`config.mk`:
```
export PLATFORM = sky130hd
export DESIGN_NAME = data_tlb_translate_unit_flat
export DESIGN_NICKNAME = d
export VERILOG_FILES = /design/src/dtlb_pkg.sv /design/src/dtlb_if.sv /design/src/dtlb_ram.sv /design/src/dtlb_check.sv /design/src/data_tlb_translate_unit.sv /design/src/flat_wrapper.sv
export SDC_FILE = /design/constraint.sdc
export NUM_CORES = 2
export LEC_CHECK = 0
export BUFFER_PORTS_ARGS = -buffer_cell sky130_fd_sc_hd__buf_2
export CAP_MARGIN = 30
export CORE_MARGIN = 2
export CORE_UTILIZATION = 40
export DETAILED_ROUTE_END_ITERATION = 10
export PLACE_DENSITY = 0.65
export REMOVE_ABC_BUFFERS = 1
export SYNTH_ARGS = -nofsm -noshare
export SYNTH_HDL_FRONTEND = slang
export SYNTH_HIERARCHICAL = 1
export SYNTH_SLANG_ARGS = --single-unit
```
`constraint.sdc`:
```
create_clock -name clk_i -period 6.8 [get_ports clk_i]
set_clock_uncertainty 0.15 [all_clocks]
set_input_delay 0.34 -clock clk_i [delete_from_list [all_inputs] [get_ports clk_i]]
set_output_delay 0.34 -clock clk_i [all_outputs]
set_load 0.02 [all_outputs]
```
`src/dtlb_pkg.sv`:
```
// dtlb_pkg: shared constants, codes and types of the data tlb translate unit
// no dependencies; used by the interfaces, the entry ram, the check logic and the top level

package dtlb_pkg;

  // sizes of the translation buffer and the address space
  // TLB_ENTRIES is a power of two: the slot is the low page-number bits
  localparam int TLB_ENTRIES = 64;
  localparam int PAGE_SHIFT  = 13;
  localparam int ADDR_WIDTH  = 32;
  localparam int IDX_W       = (TLB_ENTRIES > 1) ? $clog2(TLB_ENTRIES) : 1;
  localparam int VPN_W       = ADDR_WIDTH - PAGE_SHIFT;

  // fixed field widths of the entry write
  localparam int ENTRY_IDX_W = 6;
  localparam int TAG_W       = 19;
  localparam int PPN_W       = 19;
  localparam int PERM_W      = 4;

  // permission bit positions, indexed by {supervisor, is_store}
  localparam int PERM_UR_BIT = 0;
  localparam int PERM_UW_BIT = 1;
  localparam int PERM_SR_BIT = 2;
  localparam int PERM_SW_BIT = 3;

  typedef enum logic {
    FUNC_TRANSLATE = 1'b0,
    FUNC_WRITE     = 1'b1
  } func_e;

  typedef enum logic [1:0] {
    ST_OK    = 2'd0,
    ST_MISS  = 2'd1,
    ST_FAULT = 2'd2
  } status_e;

  // one stored entry, valid bit kept apart in flops
  typedef struct packed {
    logic [TAG_W-1:0]  tag;
    logic [PPN_W-1:0]  page;
    logic [PERM_W-1:0] perm;
  } entry_t;

  // translate request as held while the entry is read
  typedef struct packed {
    func_e                 func;
    logic [ADDR_WIDTH-1:0] vaddr;
    logic                  is_store;
    logic                  supervisor;
  } req_info_t;

  typedef struct packed {
    logic [ADDR_WIDTH-1:0] paddr;
    status_e               status;
    logic [ADDR_WIDTH-1:0] fault_vaddr;
  } result_t;

endpackage

```
`src/dtlb_if.sv`:
```
// dtlb_req_if / dtlb_rsp_if: valid/ready channels of the data tlb translate unit
// depends on dtlb_pkg

interface dtlb_req_if;
  logic                            valid;
  logic                            ready;
  dtlb_pkg::func_e                 func;
  logic [dtlb_pkg::ADDR_WIDTH-1:0] vaddr;
  logic                            is_store;
  logic                            supervisor;
  logic [dtlb_pkg::ENTRY_IDX_W-1:0] entry_index;
  logic                            entry_valid;
  logic [dtlb_pkg::TAG_W-1:0]      entry_vpn;
  logic [dtlb_pkg::PPN_W-1:0]      entry_ppn;
  logic [dtlb_pkg::PERM_W-1:0]     entry_perms;

  modport source (
    output valid, func, vaddr, is_store, supervisor,
           entry_index, entry_valid, entry_vpn, entry_ppn, entry_perms,
    input  ready
  );
  modport sink (
    input  valid, func, vaddr, is_store, supervisor,
           entry_index, entry_valid, entry_vpn, entry_ppn, entry_perms,
    output ready
  );
endinterface

interface dtlb_rsp_if;
  logic                            valid;
  logic                            ready;
  logic [dtlb_pkg::ADDR_WIDTH-1:0] paddr;
  dtlb_pkg::status_e               status;
  logic [dtlb_pkg::ADDR_WIDTH-1:0] fault_vaddr;

  modport source (
    output valid, paddr, status, fault_vaddr,
    input  ready
  );
  modport sink (
    input  valid, paddr, status, fault_vaddr,
    output ready
  );
endinterface

```
`src/dtlb_ram.sv`:
```
// dtlb_ram: entry store (tag, page, permissions), one write and one read port
// depends on dtlb_pkg; read data is registered

module dtlb_ram (
  input  logic                       clk_i,
  input  logic                       we_i,
  input  logic [dtlb_pkg::IDX_W-1:0] waddr_i,
  input  dtlb_pkg::entry_t           wdata_i,
  input  logic                       re_i,
  input  logic [dtlb_pkg::IDX_W-1:0] raddr_i,
  output dtlb_pkg::entry_t           rdata_o
);

  dtlb_pkg::entry_t mem_q [dtlb_pkg::TLB_ENTRIES];
  dtlb_pkg::entry_t rdata_q;

  always_ff @(posedge clk_i) begin
    if (we_i) begin
      mem_q[waddr_i] <= wdata_i;
    end
  end

  // read data holds until the next read
  always_ff @(posedge clk_i) begin
    if (re_i) begin
      rdata_q <= mem_q[raddr_i];
    end
  end

  assign rdata_o = rdata_q;

endmodule

```
`src/dtlb_check.sv`:
```
// dtlb_check: tag compare, permission check and physical address forming
// depends on dtlb_pkg; purely combinational, fed by the read stage of the top level

module dtlb_check (
  input  logic                mmu_enable_i,
  input  dtlb_pkg::req_info_t req_i,
  input  logic                slot_valid_i,
  input  dtlb_pkg::entry_t    entry_i,
  output dtlb_pkg::result_t   result_o
);

  logic [dtlb_pkg::ADDR_WIDTH-1:0] vpn_ext;
  logic [dtlb_pkg::ADDR_WIDTH-1:0] tag_ext;
  logic [1:0]                      perm_sel;
  logic                            hit;
  logic                            perm_ok;
  logic [dtlb_pkg::ADDR_WIDTH-1:0] pa;

  assign vpn_ext  = req_i.vaddr >> dtlb_pkg::PAGE_SHIFT;
  assign tag_ext  = dtlb_pkg::ADDR_WIDTH'(entry_i.tag);
  assign hit      = slot_valid_i && (tag_ext == vpn_ext);

  // {supervisor, is_store} picks user read/write or supervisor read/write
  assign perm_sel = {req_i.supervisor, req_i.is_store};
  assign perm_ok  = entry_i.perm[perm_sel];

  assign pa = (dtlb_pkg::ADDR_WIDTH'(entry_i.page) << dtlb_pkg::PAGE_SHIFT)
            | {{dtlb_pkg::VPN_W{1'b0}}, req_i.vaddr[dtlb_pkg::PAGE_SHIFT-1:0]};

  always_comb begin
    result_o.paddr       = '0;
    result_o.status      = dtlb_pkg::ST_OK;
    result_o.fault_vaddr = '0;
    if (req_i.func == dtlb_pkg::FUNC_TRANSLATE) begin
      if (!mmu_enable_i) begin
        result_o.paddr = req_i.vaddr;
      end else if (!hit) begin
        result_o.status      = dtlb_pkg::ST_MISS;
        result_o.fault_vaddr = req_i.vaddr;
      end else if (!perm_ok) begin
        result_o.status      = dtlb_pkg::ST_FAULT;
        result_o.fault_vaddr = req_i.vaddr;
      end else begin
        result_o.paddr = pa;
      end
    end
  end

endmodule

```
`src/data_tlb_translate_unit.sv`:
```
// data_tlb_translate_unit: data mmu with a direct-mapped tlb
// depends on dtlb_pkg, dtlb_if (dtlb_req_if, dtlb_rsp_if), dtlb_ram and dtlb_check
//
// usage
//   req carries one item per transfer: func selects translate or entry write.
//   an entry write loads slot entry_index (ignored when out of range) and
//   answers with an all-zero result. a translate returns the physical
//   address, a tlb miss or a page fault on rsp, one result per item.
//   cfg_we_i/cfg_wdata_i write mmu_enable; write it only while the unit is idle.
// timing
//   a req transfer goes first into the read stage, with the synchronous read of
//   the entry ram, and then through the check into the output register, which
//   drives rsp.valid. the ram port and the read stage take one item per cycle,
//   so throughput is one item per cycle while rsp.ready stays high.
// reset and stalls
//   reset clears the slot valid bits, mmu_enable and both pipeline stages;
//   the entry ram itself is not cleared. when rsp.ready is low the output
//   register holds, the read stage fills, and then req.ready drops.

module data_tlb_translate_unit (
  input  logic              clk_i,
  input  logic              rst_ni,
  input  logic              cfg_we_i,
  input  logic              cfg_wdata_i,
  dtlb_req_if.sink          req,
  dtlb_rsp_if.source        rsp
);

  // configuration
  logic mmu_enable_q;

  // slot valid bits live in flops so reset clears them at once
  logic [dtlb_pkg::TLB_ENTRIES-1:0] tlb_valid_q;

  // read stage: request waits here for the ram data
  logic                s1_valid_q;
  dtlb_pkg::req_info_t s1_q;
  logic                s1_slot_valid_q;

  // output register
  logic              out_valid_q;
  dtlb_pkg::result_t out_q;

  // handshake
  logic out_load;
  logic s1_adv;
  logic req_xfer;

  // slot addressing
  logic [dtlb_pkg::IDX_W-1:0] rd_slot;
  logic [dtlb_pkg::IDX_W-1:0] wr_slot;
  logic                       wr_in_range;
  logic                       tlb_we;
  logic                       tlb_re;

  dtlb_pkg::entry_t  wr_entry;
  dtlb_pkg::entry_t  rd_entry;
  dtlb_pkg::result_t s1_result;

  // output register frees up when empty or when its result is taken
  assign out_load  = !out_valid_q || rsp.ready;
  assign s1_adv    = s1_valid_q && out_load;
  assign req.ready = !s1_valid_q || out_load;
  assign req_xfer  = req.valid && req.ready;

  // slot is the low page-number bits
  assign rd_slot     = req.vaddr[dtlb_pkg::PAGE_SHIFT +: dtlb_pkg::IDX_W];
  assign wr_slot     = dtlb_pkg::IDX_W'(req.entry_index);
  assign wr_in_range = int'(req.entry_index) < dtlb_pkg::TLB_ENTRIES;

  // a write lands at the transfer edge, so the next translate transfer already reads it
  assign tlb_we = req_xfer && (req.func == dtlb_pkg::FUNC_WRITE) && wr_in_range;
  assign tlb_re = req_xfer && (req.func == dtlb_pkg::FUNC_TRANSLATE);

  assign wr_entry.tag  = req.entry_vpn;
  assign wr_entry.page = req.entry_ppn;
  assign wr_entry.perm = req.entry_perms;

  dtlb_ram u_ram (
    .clk_i   (clk_i),
    .we_i    (tlb_we),
    .waddr_i (wr_slot),
    .wdata_i (wr_entry),
    .re_i    (tlb_re),
    .raddr_i (rd_slot),
    .rdata_o (rd_entry)
  );

  dtlb_check u_check (
    .mmu_enable_i (mmu_enable_q),
    .req_i        (s1_q),
    .slot_valid_i (s1_slot_valid_q),
    .entry_i      (rd_entry),
    .result_o     (s1_result)
  );

  always_ff @(posedge clk_i or negedge rst_ni) begin
    if (!rst_ni) begin
      mmu_enable_q <= 1'b0;
    end else if (cfg_we_i) begin
      mmu_enable_q <= cfg_wdata_i;
    end
  end

  always_ff @(posedge clk_i or negedge rst_ni) begin
    if (!rst_ni) begin
      tlb_valid_q <= '0;
    end else if (tlb_we) begin
      tlb_valid_q[wr_slot] <= req.entry_valid;
    end
  end

  // read stage control
  always_ff @(posedge clk_i or negedge rst_ni) begin
    if (!rst_ni) begin
      s1_valid_q <= 1'b0;
    end else if (req_xfer) begin
      s1_valid_q <= 1'b1;
    end else if (s1_adv) begin
      s1_valid_q <= 1'b0;
    end
  end

  // read stage payload, valid bit sampled with the ram read
  always_ff @(posedge clk_i) begin
    if (req_xfer) begin
      s1_q.func        <= req.func;
      s1_q.vaddr       <= req.vaddr;
      s1_q.is_store    <= req.is_store;
      s1_q.supervisor  <= req.supervisor;
      s1_slot_valid_q  <= tlb_valid_q[rd_slot];
    end
  end

  // output register control
  always_ff @(posedge clk_i or negedge rst_ni) begin
    if (!rst_ni) begin
      out_valid_q <= 1'b0;
    end else if (out_load) begin
      out_valid_q <= s1_valid_q;
    end
  end

  always_ff @(posedge clk_i) begin
    if (s1_adv) begin
      out_q <= s1_result;
    end
  end

  assign rsp.valid       = out_valid_q;
  assign rsp.paddr       = out_q.paddr;
  assign rsp.status      = out_q.status;
  assign rsp.fault_vaddr = out_q.fault_vaddr;

  // a stalled read stage keeps its request
  a_s1_hold: assert property (@(posedge clk_i) disable iff (!rst_ni)
    s1_valid_q && !out_load |=> s1_valid_q && $stable(s1_q))
    else $error("read stage lost or changed its request under stall");

  // entry writes answer with an all-zero result
  a_write_zero: assert property (@(posedge clk_i) disable iff (!rst_ni)
    s1_valid_q && (s1_q.func == dtlb_pkg::FUNC_WRITE) |->
      (s1_result.paddr == '0) && (s1_result.fault_vaddr == '0) &&
      (s1_result.status == dtlb_pkg::ST_OK))
    else $error("entry write produced a non-zero result");

  // with translation off the address passes through
  a_bypass: assert property (@(posedge clk_i) disable iff (!rst_ni)
    s1_valid_q && !mmu_enable_q && (s1_q.func == dtlb_pkg::FUNC_TRANSLATE) |->
      (s1_result.paddr == s1_q.vaddr) && (s1_result.status == dtlb_pkg::ST_OK))
    else $error("bypass translation altered the address");

  // misses and faults report the virtual address and no physical one
  a_fault_report: assert property (@(posedge clk_i) disable iff (!rst_ni)
    s1_valid_q && (s1_result.status != dtlb_pkg::ST_OK) |->
      (s1_result.paddr == '0) && (s1_result.fault_vaddr == s1_q.vaddr))
    else $error("miss or fault reported with wrong addresses");

endmodule
```
`src/flat_wrapper.sv`:
```
// flat-port wrapper written by rule: the top's interface ports become plain ports
module data_tlb_translate_unit_flat 
  (clk_i, rst_ni, cfg_we_i, cfg_wdata_i, req_valid, req_func, req_vaddr, req_is_store, req_supervisor, req_entry_index, req_entry_valid, req_entry_vpn, req_entry_ppn, req_entry_perms, req_ready, rsp_valid, rsp_paddr, rsp_status, rsp_fault_vaddr, rsp_ready);
  dtlb_req_if req_i ();
  dtlb_rsp_if rsp_i ();
  input  logic clk_i;
  input  logic rst_ni;
  input  logic cfg_we_i;
  input  logic cfg_wdata_i;
  input wire logic [$bits(req_i.valid)-1:0] req_valid;
  input wire logic [$bits(req_i.func)-1:0] req_func;
  input wire logic [$bits(req_i.vaddr)-1:0] req_vaddr;
  input wire logic [$bits(req_i.is_store)-1:0] req_is_store;
  input wire logic [$bits(req_i.supervisor)-1:0] req_supervisor;
  input wire logic [$bits(req_i.entry_index)-1:0] req_entry_index;
  input wire logic [$bits(req_i.entry_valid)-1:0] req_entry_valid;
  input wire logic [$bits(req_i.entry_vpn)-1:0] req_entry_vpn;
  input wire logic [$bits(req_i.entry_ppn)-1:0] req_entry_ppn;
  input wire logic [$bits(req_i.entry_perms)-1:0] req_entry_perms;
  output wire logic [$bits(req_i.ready)-1:0] req_ready;
  output wire logic [$bits(rsp_i.valid)-1:0] rsp_valid;
  output wire logic [$bits(rsp_i.paddr)-1:0] rsp_paddr;
  output wire logic [$bits(rsp_i.status)-1:0] rsp_status;
  output wire logic [$bits(rsp_i.fault_vaddr)-1:0] rsp_fault_vaddr;
  input wire logic [$bits(rsp_i.ready)-1:0] rsp_ready;
  assign req_i.valid = req_valid;
  assign req_i.func = req_func;
  assign req_i.vaddr = req_vaddr;
  assign req_i.is_store = req_is_store;
  assign req_i.supervisor = req_supervisor;
  assign req_i.entry_index = req_entry_index;
  assign req_i.entry_valid = req_entry_valid;
  assign req_i.entry_vpn = req_entry_vpn;
  assign req_i.entry_ppn = req_entry_ppn;
  assign req_i.entry_perms = req_entry_perms;
  assign req_ready = req_i.ready;
  assign rsp_valid = rsp_i.valid;
  assign rsp_paddr = rsp_i.paddr;
  assign rsp_status = rsp_i.status;
  assign rsp_fault_vaddr = rsp_i.fault_vaddr;
  assign rsp_i.ready = rsp_ready;
  data_tlb_translate_unit u_core (.clk_i(clk_i), .rst_ni(rst_ni), .cfg_we_i(cfg_we_i), .cfg_wdata_i(cfg_wdata_i), .req(req_i), .rsp(rsp_i));
endmodule
```
==> metrics.md <==
| Metric | Value |
|---|---|
| First-pass GRT wire length | 425 mm |
| Placer Congestion | 0.856 |
| Vias in the first global route | 55,700 |
| Met3 Usage GRT | 3.73% |
| Top cell type's share of synthesized area | 76.0% |
| Max frequency | 251 MHz |
| Fin crit share | 58.6% |
| Status | finished clean |
| P&R area growth vs syn | 15.1% |
| Dpl cells | 8,748 |
| P_leak | 40.8 nW |
| Post-cts sizing count | 0 |
| TritonCTS clock tree | done |
| Layout net count | 5,536 |
| Post-placement cell area | 0.118 mm2 |
| Final non-filler cell total | 9,388 |
| Critical path endpoint category | register |
| Global-route usage over all layers | 21.0% |
| CP max stage cell | nor2_4 |
| Grt peak-use layer | met2 |
| Antenna Nets Post-Route | 0 |
| Buffer and inverter count on the worst path | 1 |
| Final Instance Area | 0.129 mm2 |
| Flop2flop setup slack | 2.81 ns |
| Endpoints failing hold | 0 |
| Setup Fix Bufs, Post-CTS | 0 |
| Clk slew on worst S/H paths | 0.06 ns |
| Share of layout cells above drive strength 1 | 29.4% |
| Root buf cell | clkbuf_16 |
| Post-synth EDFFs | 2,832 |
| #FFs+latches synth | 2,899 |
| RSZ-0062 raised after global routing | no |
| Worst rel slew slack | 22.4% |
| GR Layer Usage met1 | 29.4% |
| Main flop type after synthesis | edfxtp_1 |
| Row Count | 194 |
| DRT Wirelength | 301 mm |
| Synthesized area | 0.112 mm2 |
| Hold Crit Depth | 2 |
| Top post-synthesis cells by area | edfxtp_1 76%, mux4_2 14%, dfrtp_1 1.5%, mux2i_1 1.4%, mux2_2 1.1% |
| Max-slew violations | 0 |
| Later-pin clock latency in the skew report | 0.94 ns |
| Cell count after synthesis | 4,973 |
| Ys Warns | 6 |
| Pin count of the biggest net entering global routing | 119 |
| Via count | 55,700 |
| Final Critical Period | 3.99 ns |
| Total negative slack | 0 ns |
| H-tree depth | 5 |
| I/O Pins | 158 |
| Max stage delay on crit path | 0.98 ns |
| Netlist cell types | 67 |
| PortBufs | 157 |
| CTS buffer count | 306 |
| Initial antenna violation count | 22 |
| Tightest Hold Check Type | primary input to register |
| CP Cell Sequence | nand3b_2 > and3_1 > nor2b_1 > nand2_1 > nor2_4 > buf_4 |
| Tightest Pin Transition | 1.16 ns |
| Asr flop ratio synth | 2.31% |
| Remaining global-route overflow | 0 |
| Critical path arrival | 4.39 ns |
| Setup crit start kind | register |
| Hold slack final | 0.0526 ns |
| Worst r2r src | u_core/rsp.valid |
| Residual DRC | 0 |
| Final setup fails | 0 |
| Worst Path Required | 7.20 ns |
| Final Util | 46.2% |
| Area leader, netlist | edfxtp_1 |
| Top delay family on crit path | simple AND/OR/NAND/NOR gates |
| Initial DRC Count | 7,869 |
| Reg2reg end | u_core/u_ram/mem_q[32][9] |
| Post-DP HPWL | 174 mm |
| Initial Utilization | 40.1% |
| Routed wire per std cell | 32.1 um |
| Die area | 0.284 mm2 |
| Hold Crit Start | req_vaddr[23] |
| Maximum net fanout on the critical path | 22 |
| Syn Area/Cell | 22.5 um2 |
| Die Ht | 533 um |
| Hold endpoint | u_core/s1_q[25] |
| R2R depth | 6 |
| PD cells | 293 mW/mm2 |
| Met2 Resource Use GR | 33.2% |
| Die Span X | 533 um |
| CTS hold repair buffers | 106 |
| Max cap viols | 0 |
| Critical path type | register to register |
| Part of the Yosys area used for sequential elements | 77.5% |
| Core area | 0.279 mm2 |
| Via density | 5.93 |
| # clock sinks | 2,899 |
| Length of the first detailed-routing pass in iterations | 6 |
| Max VDD drop | 0.302 mV |
| CTS Buffer Depth | 4 |
[cell usage after synthesis (all sizes together) (22+ instances only)]
master  number
o221ai      32
o31ai       33
clkbuf     126
nor2       175
o22ai       31
mux2       107
nand3       32
mux4       701
nand3b      31
nand2      110
a22oi       83
nor2b       22
a221oi      26
dfrtp       67
a21oi       63
buf        165
mux2i      158
edfxtp    2832
[worst max path at each step]
stage                      startpoint                          to  slack [ns]  cells past startpoint
finish               u_core/rsp.valid   u_core/u_ram/mem_q[32][9]        2.81                      6
global route        u_core/s1_valid_q  u_core/u_ram/mem_q[32][30]        2.71                      6
global placement        req_vaddr[14]    u_core/u_ram/rdata_o[11]        2.36                      8
floorplan            u_core/rsp.valid   u_core/u_ram/mem_q[48][0]        2.11                      4
CTS                  u_core/rsp.valid  u_core/u_ram/mem_q[39][13]        2.77                      5
detailed placement      req_vaddr[13]    u_core/u_ram/rdata_o[32]        2.51                      6
[cells by family after synthesis]
group / synth area share (%)
and+or+nand+nor: 1.88
xor gates and xnor gates: 0.149
AOI/OAI and AO/OA: 2.39
muxes: 16.6
DFF: 77.5
buffers and inverters: 1.40
[power breakdown]
| group | total [mW] | switching (mW) | internal, mW |
|---|---|---|---|
| combinational | 1.98 | 1.26 | 0.722 |
| sequential | 19.9 | 0.101 | 19.8 |
| clock | 15.9 | 6.62 | 9.28 |
| total | 37.7 | 7.98 | 29.8 |
[flip-flops by register name, indices dropped and copies added, names as in the netlist]
register                flops
u_core/s1_slot_valid_q      1
u_core/tlb_valid_q         64
u_core/rsp.fault_vaddr     32
u_core/u_ram/rdata_o       42
u_core/rsp.paddr           32
u_core/rsp.valid            1
u_core/rsp.status           2
u_core/s1_valid_q           1
u_core/mmu_enable_q         1
u_core/s1_q                35
u_core/u_ram/mem_q       2688
[per-stage QoR]
stage               worst slack, ns  total power, mW
floorplan                      2.11             21.0
global placement               2.36             22.1
detailed placement             2.51             22.2
CTS                            2.77             38.0
global route                   2.71             38.8
finish                         2.81             37.7
[metal layers]
metal | up-vias | share of wire, %
li1 | 22000 | -
met1 | 29900 | 39
met2 | 3251 | 48
met3 | 503 | 10
met4 | 6 | 3.5
met5 | - | 0.015
[cell type report]
class                   instances  area (um2)
flip-flops and latches       2899       86700
diodes                          5        12.5
clock buffers                 382        8140
multi-input cells            1776       24100
inverters                       7        33.8
repair buffers                456        3860
fillers                     22800      150000
well taps                    3724        4660
clock inverters               139        1230
[placed cells by master, fill, tap and decap left out, types with 83 or more instances in the layout]
cell / instances
edfxtp_1: 2832
mux4_2: 690
clkbuf_16: 313
mux2i_1: 158
buf_2: 154
buf_4: 154
nor2_1: 111
nand2_1: 108
dlygate4sd3_1: 107
mux2_2: 105
a22oi_1: 83
Power figures use the tool's default switching activity.
